File: src/swsr_pkg.sv
`timescale 1ns / 1ps
// Shared types and constants for the single-wire send-then-receive master.
// No dependencies; imported by swsr_seq and the top level.
package swsr_pkg;

  localparam int BYTE_W       = 8;
  localparam int PERIOD_W     = 10;
  localparam int DATA_W       = 16;
  localparam logic [PERIOD_W-1:0] PERIOD_RESET = 10'd10;

  // One time tick as seen by the sequencer.
  typedef struct packed {
    logic              send_request;
    logic [BYTE_W-1:0] send_byte;
    logic              line_in;
  } item_t;

  // Line and receive status after one tick.
  typedef struct packed {
    logic              line_out;
    logic              line_enable;
    logic              rx_valid;
    logic [BYTE_W-1:0] rx_byte;
    logic              busy_res;
  } result_t;

endpackage

File: src/swsr_seq.sv
`timescale 1ns / 1ps
// Transaction sequencer: request latch, bit timer, shift registers and phase.
// Depends on swsr_pkg. Advances one tick whenever step is high.
module swsr_seq #(
  parameter int DATA_BITS = 8
) (
  input  logic                               clk,
  input  logic                               rst,
  input  logic                               step,
  input  swsr_pkg::item_t                    item,
  input  logic [swsr_pkg::PERIOD_W-1:0]      bit_period,
  output swsr_pkg::result_t                  res
);
  import swsr_pkg::*;

  localparam int CNT_W = $clog2(DATA_BITS + 1);
  localparam logic [CNT_W-1:0] CNT_LAST = CNT_W'(DATA_BITS);

  typedef enum logic [1:0] {
    PH_IDLE,
    PH_SEND,
    PH_RECV,
    PH_COOL
  } phase_t;

  phase_t                phase, phase_next;
  logic [CNT_W-1:0]      bit_count, bit_count_next;
  logic [PERIOD_W-1:0]   period_timer, period_timer_next;
  logic [DATA_BITS-1:0]  tx_shift, tx_shift_next;
  logic [DATA_BITS-1:0]  rx_shift, rx_shift_next;
  logic [DATA_BITS-1:0]  rx_hold, rx_hold_next;
  logic                  pending_flag, pending_flag_next;
  logic [DATA_BITS-1:0]  pending_byte, pending_byte_next;
  logic                  drive_level, drive_level_next;
  logic                  drive_on, drive_on_next;
  logic                  valid_next;
  logic [PERIOD_W-1:0]   eff_period;

  assign eff_period = (bit_period == '0) ? PERIOD_W'(1) : bit_period;

  always_comb begin
    phase_next        = phase;
    bit_count_next    = bit_count;
    period_timer_next = period_timer;
    tx_shift_next     = tx_shift;
    rx_shift_next     = rx_shift;
    rx_hold_next      = rx_hold;
    pending_flag_next = pending_flag;
    pending_byte_next = pending_byte;
    drive_level_next  = drive_level;
    drive_on_next     = drive_on;
    valid_next        = 1'b0;

    // latch a request, even mid-transaction; a newer one overwrites
    if (item.send_request) begin
      pending_flag_next = 1'b1;
      pending_byte_next = item.send_byte[DATA_BITS-1:0];
    end

    if (phase == PH_IDLE) begin
      if (pending_flag_next) begin
        pending_flag_next = 1'b0;
        tx_shift_next     = pending_byte_next;
        drive_level_next  = 1'b1;
        drive_on_next     = 1'b1;
        bit_count_next    = '0;
        period_timer_next = eff_period;
        phase_next        = PH_SEND;
      end
    end else if (period_timer != '0) begin
      period_timer_next = period_timer - PERIOD_W'(1);
    end else begin
      unique case (phase)
        PH_SEND: begin
          if (bit_count < CNT_LAST) begin
            // MSB first: drive the top bit, then shift it out
            drive_level_next  = tx_shift[DATA_BITS-1];
            tx_shift_next     = tx_shift << 1;
            bit_count_next    = bit_count + CNT_W'(1);
            period_timer_next = eff_period - PERIOD_W'(1);
          end else begin
            drive_level_next  = 1'b0;
            drive_on_next     = 1'b0;
            bit_count_next    = '0;
            rx_shift_next     = '0;
            period_timer_next = eff_period - PERIOD_W'(1);
            phase_next        = PH_RECV;
          end
        end
        PH_RECV: begin
          if (bit_count < CNT_LAST) begin
            rx_shift_next     = DATA_BITS'({rx_shift, item.line_in});
            bit_count_next    = bit_count + CNT_W'(1);
            period_timer_next = eff_period - PERIOD_W'(1);
          end else begin
            rx_hold_next      = rx_shift;
            valid_next        = 1'b1;
            period_timer_next = eff_period;
            phase_next        = PH_COOL;
          end
        end
        PH_COOL: begin
          drive_level_next = 1'b0;
          drive_on_next    = 1'b1;
          bit_count_next   = '0;
          phase_next       = PH_IDLE;
        end
        default: begin
          phase_next = PH_IDLE;
        end
      endcase
    end
  end

  always_ff @(posedge clk) begin
    if (rst) begin
      phase        <= PH_IDLE;
      bit_count    <= '0;
      period_timer <= '0;
      tx_shift     <= '0;
      rx_shift     <= '0;
      rx_hold      <= '0;
      pending_flag <= 1'b0;
      pending_byte <= '0;
      drive_level  <= 1'b0;
      drive_on     <= 1'b1;
    end else if (step) begin
      phase        <= phase_next;
      bit_count    <= bit_count_next;
      period_timer <= period_timer_next;
      tx_shift     <= tx_shift_next;
      rx_shift     <= rx_shift_next;
      rx_hold      <= rx_hold_next;
      pending_flag <= pending_flag_next;
      pending_byte <= pending_byte_next;
      drive_level  <= drive_level_next;
      drive_on     <= drive_on_next;
    end
  end

  always_comb begin
    res.line_out    = drive_level_next;
    res.line_enable = drive_on_next;
    res.rx_valid    = valid_next;
    res.rx_byte     = BYTE_W'(rx_hold_next);
    res.busy_res    = (phase_next != PH_IDLE);
  end

`ifndef SYNTHESIS
  // the line is only released while receiving or cooling down
  a_release_phase: assert property (@(posedge clk) disable iff (rst)
    !drive_on |-> (phase == PH_RECV || phase == PH_COOL))
    else $error("line released outside receive/cooldown");

  a_count_range: assert property (@(posedge clk) disable iff (rst)
    bit_count <= CNT_LAST)
    else $error("bit counter overran data width");

  a_valid_single: assert property (@(posedge clk) disable iff (rst)
    (step && valid_next) |=> !valid_next)
    else $error("receive report lasted more than one tick");

  a_valid_busy: assert property (@(posedge clk) disable iff (rst)
    valid_next |-> (phase == PH_RECV && phase_next == PH_COOL))
    else $error("receive report outside end of receive");
`endif

endmodule

File: src/single_wire_send_then_receive_core.sv
`timescale 1ns / 1ps
// Top level of the single-wire send-then-receive master: stream ports,
// input and result registers, bit period register. Depends on swsr_pkg, swsr_seq.
//
// Usage:
//   Each request on the s_ channel is one time tick. tuser carries send_request,
//   tdata carries send_byte and the sampled wire level line_in. A send request
//   is latched and starts a transaction once the master is idle: a high start
//   pulse of one period plus one tick, DATA_BITS data bits MSB first, then the
//   wire is released, DATA_BITS bits are sampled one period apart, the byte is
//   reported (tuser high for one result) and a cooldown of one period plus one
//   tick follows.
//   Every accepted tick yields exactly one result on the m_ channel with the
//   line drive level, drive enable, received byte and busy flag.
//   Each result passes through the input register, then the result register. Throughput:
//   one tick per cycle while m_tready does not stall the result register, set by the
//   single pass through the sequencer's next-state logic.
//   A stall on m_tready holds the result register; the input register keeps at
//   most one more tick, and s_tready is low while both are full and m_tready low.
//   bit_period is written on the cfg_ channel (always ready), 0 acts as 1.
//   Reset: idle, line driven low, bit period 10, no request pending.
module single_wire_send_then_receive_core #(
  parameter int DATA_BITS = 8
) (
  input  logic                          clk,
  input  logic                          rst,
  input  logic                          s_tvalid,
  output logic                          s_tready,
  input  logic [swsr_pkg::DATA_W-1:0]   s_tdata,   // [7:0] send_byte, [8] line_in
  input  logic                          s_tuser,   // [0] send_request
  output logic                          m_tvalid,
  input  logic                          m_tready,
  output logic [swsr_pkg::DATA_W-1:0]   m_tdata,   // [0] line_out, [1] line_enable,
                                                   // [9:2] rx_byte, [10] busy_res
  output logic                          m_tuser,   // [0] rx_valid
  input  logic                          cfg_valid,
  output logic                          cfg_ready,
  input  logic [swsr_pkg::PERIOD_W-1:0] cfg_data
);
  import swsr_pkg::*;

  logic                in_valid;
  item_t               in_item;
  logic                out_valid;
  result_t             out_res;
  result_t             step_res;
  logic                advance;
  logic [PERIOD_W-1:0] bit_period;

  assign advance   = in_valid && (!out_valid || m_tready);
  assign s_tready  = !in_valid || advance;
  assign cfg_ready = 1'b1;

  always_ff @(posedge clk) begin
    if (rst) begin
      bit_period <= PERIOD_RESET;
    end else if (cfg_valid) begin
      bit_period <= cfg_data;
    end
  end

  // input register: hold the tick until the sequencer takes it
  always_ff @(posedge clk) begin
    if (rst) begin
      in_valid <= 1'b0;
    end else if (s_tready) begin
      in_valid <= s_tvalid;
    end
  end

  always_ff @(posedge clk) begin
    if (s_tready && s_tvalid) begin
      in_item.send_request <= s_tuser;
      in_item.send_byte    <= s_tdata[BYTE_W-1:0];
      in_item.line_in      <= s_tdata[BYTE_W];
    end
  end

  swsr_seq #(
    .DATA_BITS (DATA_BITS)
  ) u_seq (
    .clk        (clk),
    .rst        (rst),
    .step       (advance),
    .item       (in_item),
    .bit_period (bit_period),
    .res        (step_res)
  );

  // result register
  always_ff @(posedge clk) begin
    if (rst) begin
      out_valid <= 1'b0;
    end else if (advance) begin
      out_valid <= 1'b1;
    end else if (m_tready) begin
      out_valid <= 1'b0;
    end
  end

  always_ff @(posedge clk) begin
    if (advance) begin
      out_res <= step_res;
    end
  end

  assign m_tvalid = out_valid;
  assign m_tuser  = out_res.rx_valid;
  assign m_tdata  = {5'b0, out_res.busy_res, out_res.rx_byte,
                     out_res.line_enable, out_res.line_out};

endmodule

File: config.mk
export PLATFORM = sky130hd
export DESIGN_NAME = single_wire_send_then_receive_core
export DESIGN_NICKNAME = d
export VERILOG_FILES = /design/src/swsr_pkg.sv /design/src/swsr_seq.sv /design/src/single_wire_send_then_receive_core.sv
export SDC_FILE = /design/constraint.sdc
export NUM_CORES = 1
export LEC_CHECK = 0
export ABC_AREA = 1
export CORE_MARGIN = 2
export CORE_UTILIZATION = 60
export DETAILED_ROUTE_END_ITERATION = 12
export DONT_BUFFER_PORTS = 1
export PLACE_DENSITY = 0.87
export SYNTH_ARGS = -nofsm -noshare
export SYNTH_HDL_FRONTEND = slang
export SYNTH_SLANG_ARGS = --single-unit
File: constraint.sdc
create_clock -name clk -period 2.85 [get_ports clk]
set_clock_uncertainty 0.15 [all_clocks]
set_input_delay 0.285 -clock clk [delete_from_list [all_inputs] [get_ports clk]]
set_output_delay 0.285 -clock clk [all_outputs]
set_load 0.005 [all_outputs]
* After elaboration in Yosys (flattened, before gate mapping) *
Cells that the tools add are included.

storage, ports and cells
  output and inout bits = 20
  register bits after elaboration = 85
  bits of input ports = 32

operators by class
  order comparisons = 1
  reductions and logical operators = 21
  multiplexer cells = 46
  bitwise logic cells = 3
  add/subtract/negate cells = 3
  eq/ne operators = 8

operator list
  cell                   count
  $mux 8                 12
  $mux 10                5
  $mux 4                 5
  $pmux 10 s2            1
  $sub 10x1->10 const B  2
  $pmux 8 s2             1
  $mux 1                 13
  $pmux 4 s3             1
  $logic_not 10->1       1
  $mux 2                 5
  $reduce_and 5->1       2
  $reduce_bool 10->1     1
  $reduce_bool 2->1      5
  $reduce_bool 4->1      2
  $ne 2x1->1 const B     3
  $reduce_and 6->1       1
  $add 4x1->4 const B    1
  $eq 2x2->1 const B     2
  $lt 4x4->1 const B     1
  $pmux 1 s2             2
  $pmux 2 s2             1
  $ne 3x1->1 const B     1
  $not 1->1              3
  $reduce_and 3->1       1
  7 further kinds        10

* Longest topological paths before layout *
  depth after elaboration = 7
  depth in mapped cells = 14
  depth with buffers taken out = 14

* Modules after synthesis *
A second synthesis with hierarchy kept.

unflattened totals
  cells, all modules = 547
  area, all modules = 4315.4 sq um

modules (own cells, without submodules)
  module                              cells an instance  times used  area each (sq um)
  swsr_seq                            462                1           3171.8
  single_wire_send_then_receive_core  85                 1           1143.6

* Least setup slack after synthesis *
Ideal clock, no wire load.

  kind = reg2reg
  from = reg u_seq.period_timer[0]
  to = reg u_seq.period_timer[8]
  buffers on the path = 1
  clock period less this slack = 1.980 ns
  arrival time = 1.707 ns
  stages on the path, launching flop included = 13
  slack = 0.870 ns
  cells stage by stage = dfxtp_1 -> inv_1 -> ha_1 -> nand3_2 -> nor2_4 -> nand2_4 -> nor2_8 -> nand2_1 -> nand2_2 -> inv_2 -> buf_2 -> o21ai_0 -> a21oi_1

on the way
  longest elaborated chain between the ends = 3
  elaborated cells on any way between the ends = 6
  those cells by class = add/sub: 1; mux: 2; reduce/logical: 3

ends and longest elaborated chain
  element                                              RTL line                        RTL
  start: declaration                                   swsr_seq.sv:28                  logic [PERIOD_W-1:0] period_timer, period_timer_next;
  start signal: assignment                             swsr_seq.sv:130                 period_timer <= period_timer_next;
  $sub 10x1->10 or $reduce_bool 10->1 (tied branches)  swsr_seq.sv:71, swsr_seq.sv:70
  $mux 10 or $reduce_bool 4->1 (tied branches)         --
  $mux 10 or $reduce_and 3->1 (tied branches)          --

Parallel ways exist; a longest one is shown, timed or not.
A chain may end at the register's enable or synchronous reset.

* Worst setup path in the final report *
  from = reg u_seq.period_timer[0]
  to = reg u_seq.rx_shift[2]

on the way
  longest elaborated chain between the ends = 3

ends and longest elaborated chain
  element                     RTL line         RTL
  $reduce_bool 10->1          swsr_seq.sv:70   end else if (period_timer != '0) begin
  $not 1->1 (no line)         --
  $reduce_and 6->1 (no line)  --
  end signal: assignment      swsr_seq.sv:132  rx_shift <= rx_shift_next;
  end: declaration            swsr_seq.sv:30   logic [DATA_BITS-1:0] rx_shift, rx_shift_next;

Every way passes these cells.

==> impl_results.md <==
* Outcome: finished clean
* Sequential-to-total area share from yosys stat at 0.459
* Max cap viols at 0
* Power per cell area at 555 nW/um^2
* Total Wirelength at 9140 um
* Hold WC Path Type: input port to register
* Post-route antenna net violation count at 0
* Crit path capture type: register
* Ratio of cells with drive above 1 in the final layout at 0.0889
* Crit. path cell count at 10
* Clk buf depth at 2
* Slowest stage delay, CP at 0.48 ns
* CTS HTree Levels at 3
* Final Non-Filler Cells at 631
* Initial antenna violation count at 0
* Gpl congestion at 0.909
* Area of the core at 6760 um^2
* Share of the synthesized area in the top cell type at 0.301
* Die height at 87.5 um
* Iter 0 DRT Violations at 236
* Worst-path clk slew at 0.09 ns
* CP max-delay cell: nor3_4
* Cell area after synthesis at 4180 um^2
* Largest area contributor in the netlist: dfxtp_1
* Slew HR at 0.561
* Area growth syn-to-layout at 10.2%
* Core Rows at 30
* Root Buffer Master: clkbuf_8
* Pwr Total at 2.56 mW
* P_leak at 1.94 nW
* Worst EP arrival at 2.73 ns
* Max IR drop VDD at 417 uV
* Final Cell Area at 4610 um^2
* RSZ-0062 raised after global routing: false
* CTS tree: yes
* Starting Density at 0.619
* Ant diodes at 0
* Hold path depth at 2
* Synth Flop Type: dfxtp_1
* Die X at 87.5 um
* Most numerous cell in the Yosys netlist: nand2_1
* Ratio of final minimum period to clock period at 0.920
* Fin Setup TNS at 0 ns
* Ys async rst share at 0
* # fillers at 534
* YS warnings at 0
* Mapped Avg Cell Area at 7.91 um^2
* Clock sink count at 85
* Worst-path cell chain: inv_1 -> ha_1 -> nand3_2 -> nor2_4 -> nand2_4 -> nor2_8 -> inv_4 -> nor3_4 -> nor2_1 -> a211oi_1
* Max Clk Rate at 382 MHz
* Final Max Tran Viols at 0
* Vias at 3588
* Worst path bufs/invs at 2
* WP data required at 2.96 ns
* Cells after Synth at 529
* Flop and latch count out of synthesis at 85
* Via/cell ratio at 5.69
* DP Wirelength at 5930 um
* Crit-path max FO at 16
* GRT Total Usage at 0.253
* Final Hold Fails at 0
* Clk Latency, worst-skew pair at 0.37 ns
* Pin count of the biggest net entering global routing at 40
* # DRC at 0
* Io pins at 52
* Most common library cells after synthesis: 95 x nand2_1, 63 x dfxtp_1, 60 x nor2_1
* Utilization after layout at 0.682
* Vias in the first global route at 3378
* Area after DPL at 4190 um^2
* Worst setup SP type: register
* Die footprint at 7660 um^2
* Yosys cell types at 38
* First-pass GRT wire length at 15100 um
* Top post-synthesis cells by area: dfxtp_1 30%, edfxtp_1 16%, nand2_1 8.5%
* Cells resized by post-CTS repair at 0
* Drt pass-1 iters at 5
* # nets final at 586
* Buffers on Ports at 0
* GRT overflow at 0
* EDFF count, synth at 22
* Final min period at 2.62 ns
* Crit Path Class: register to register
* Reg2reg path depth at 10
* Setup violators final at 0
* Cts bufs inserted at 9
* Inst Count DP at 591
* Least-Margin Pin Slew at 0.658 ns
* CP top delay family: simple AND/OR/NAND/NOR gates
* Routed WL per cell at 14.5 um
-- cell type report --
type | count | area [um^2] | area share
sequential | 85 | 1920 | 0.417
multi-input combinational | 357 | 1880 | 0.408
timing repair buffer | 29 | 288 | 0.0624
inverter | 64 | 245 | 0.0532
clock buffer | 10 | 128 | 0.0277
tap | 80 | 100 | 0.0217
clock inverter | 6 | 47.5 | 0.0103
-- layout by cell type, fill, tap and decap left out, types with 2 or more instances in the layout --
master | synthesis | layout
nand2_1 | 95 | 95
dfxtp_1 | 63 | 63
nor2_1 | 60 | 60
inv_1 | 58 | 58
o21ai_0 | 51 | 51
a21oi_1 | 49 | 49
dlygate4sd3_1 | 0 | 23
edfxtp_1 | 22 | 22
nand3_1 | 16 | 16
a211oi_1 | 14 | 14
clkbuf_8 | 0 | 9
o21ai_2 | 8 | 8
mux2i_1 | 8 | 8
ha_1 | 8 | 8
xor2_1 | 7 | 7
nand4_1 | 6 | 6
conb_1 | 2 | 6
nand2_2 | 5 | 5
buf_4 | 9 | 5
inv_2 | 4 | 4
nor3_1 | 3 | 3
a31oi_1 | 3 | 3
o21ai_1 | 3 | 3
inv_4 | 2 | 2
o211ai_1 | 2 | 2
o22ai_1 | 2 | 2
a211oi_2 | 2 | 2
clkinv_4 | 0 | 2
inv_6 | 0 | 2
-- worst paths after layout --
kind | from | end | slack, ns
max | u_seq.period_timer[0] | u_seq.rx_shift[2] | 0.23
min | rst | m_tvalid | 0.07
max reg2reg | u_seq.period_timer[0] | u_seq.rx_shift[2] | 0.23
min reg2reg | u_seq.tx_shift[0] | u_seq.tx_shift[0] | 0.33
-- flip-flops by register name, summed over array words and instances, names as in the netlist --
signal              count
in_valid                1
u_seq.bit_count         4
m_tdata                11
u_seq.pending_flag      1
bit_period             10
m_tuser                 1
u_seq.tx_shift          8
u_seq.rx_hold           8
u_seq.period_timer     10
u_seq.phase             2
u_seq.drive_on          1
u_seq.pending_byte      8
m_tvalid                1
u_seq.drive_level       1
u_seq.rx_shift          8
in_item                10
-- power breakdown --
group | internal, mW | total [mW] | switching (mW)
Clock | 0.325 | 0.787 | 0.462
Sequential | 1.31 | 1.36 | 0.0453
Combinational | 0.148 | 0.417 | 0.268
-- cell families after synthesis --
family	Yosys count	share of synthesized area
compound gates	137	0.190
other cells	2	0.00179
flops	85	0.459
xor+xnor	7	0.0147
mux	8	0.0191
buf+inv	91	0.0948
fa+ha+maj	8	0.0239
simple gates	191	0.196
-- layer usage --
metal | share of wire | GRT usage
met1 | 0.43 | 0.305
met2 | 0.49 | 0.425
met3 | 0.052 | 0.0578
met4 | 0.026 | 0.123
met5 | 0 | 0
-- per-stage QoR --
| stage | setup slack [ns] | hold slack, ns |
|---|---|---|
| detailed placement | 0.460 | 0.213 |
| finish | 0.229 | 0.0666 |
| global route | 0.103 | 0.0676 |
| CTS | 0.271 | 0.0616 |
| floorplan | 0.870 | 0.234 |
| global placement | 0.598 | 0.210 |
-- timing repair --
item                      CTS  global route
hold buffers               24             0
hold endpoints to repair   57             0
buffers inserted            0             0
Note: power is estimated with default switching activity, not from simulation.
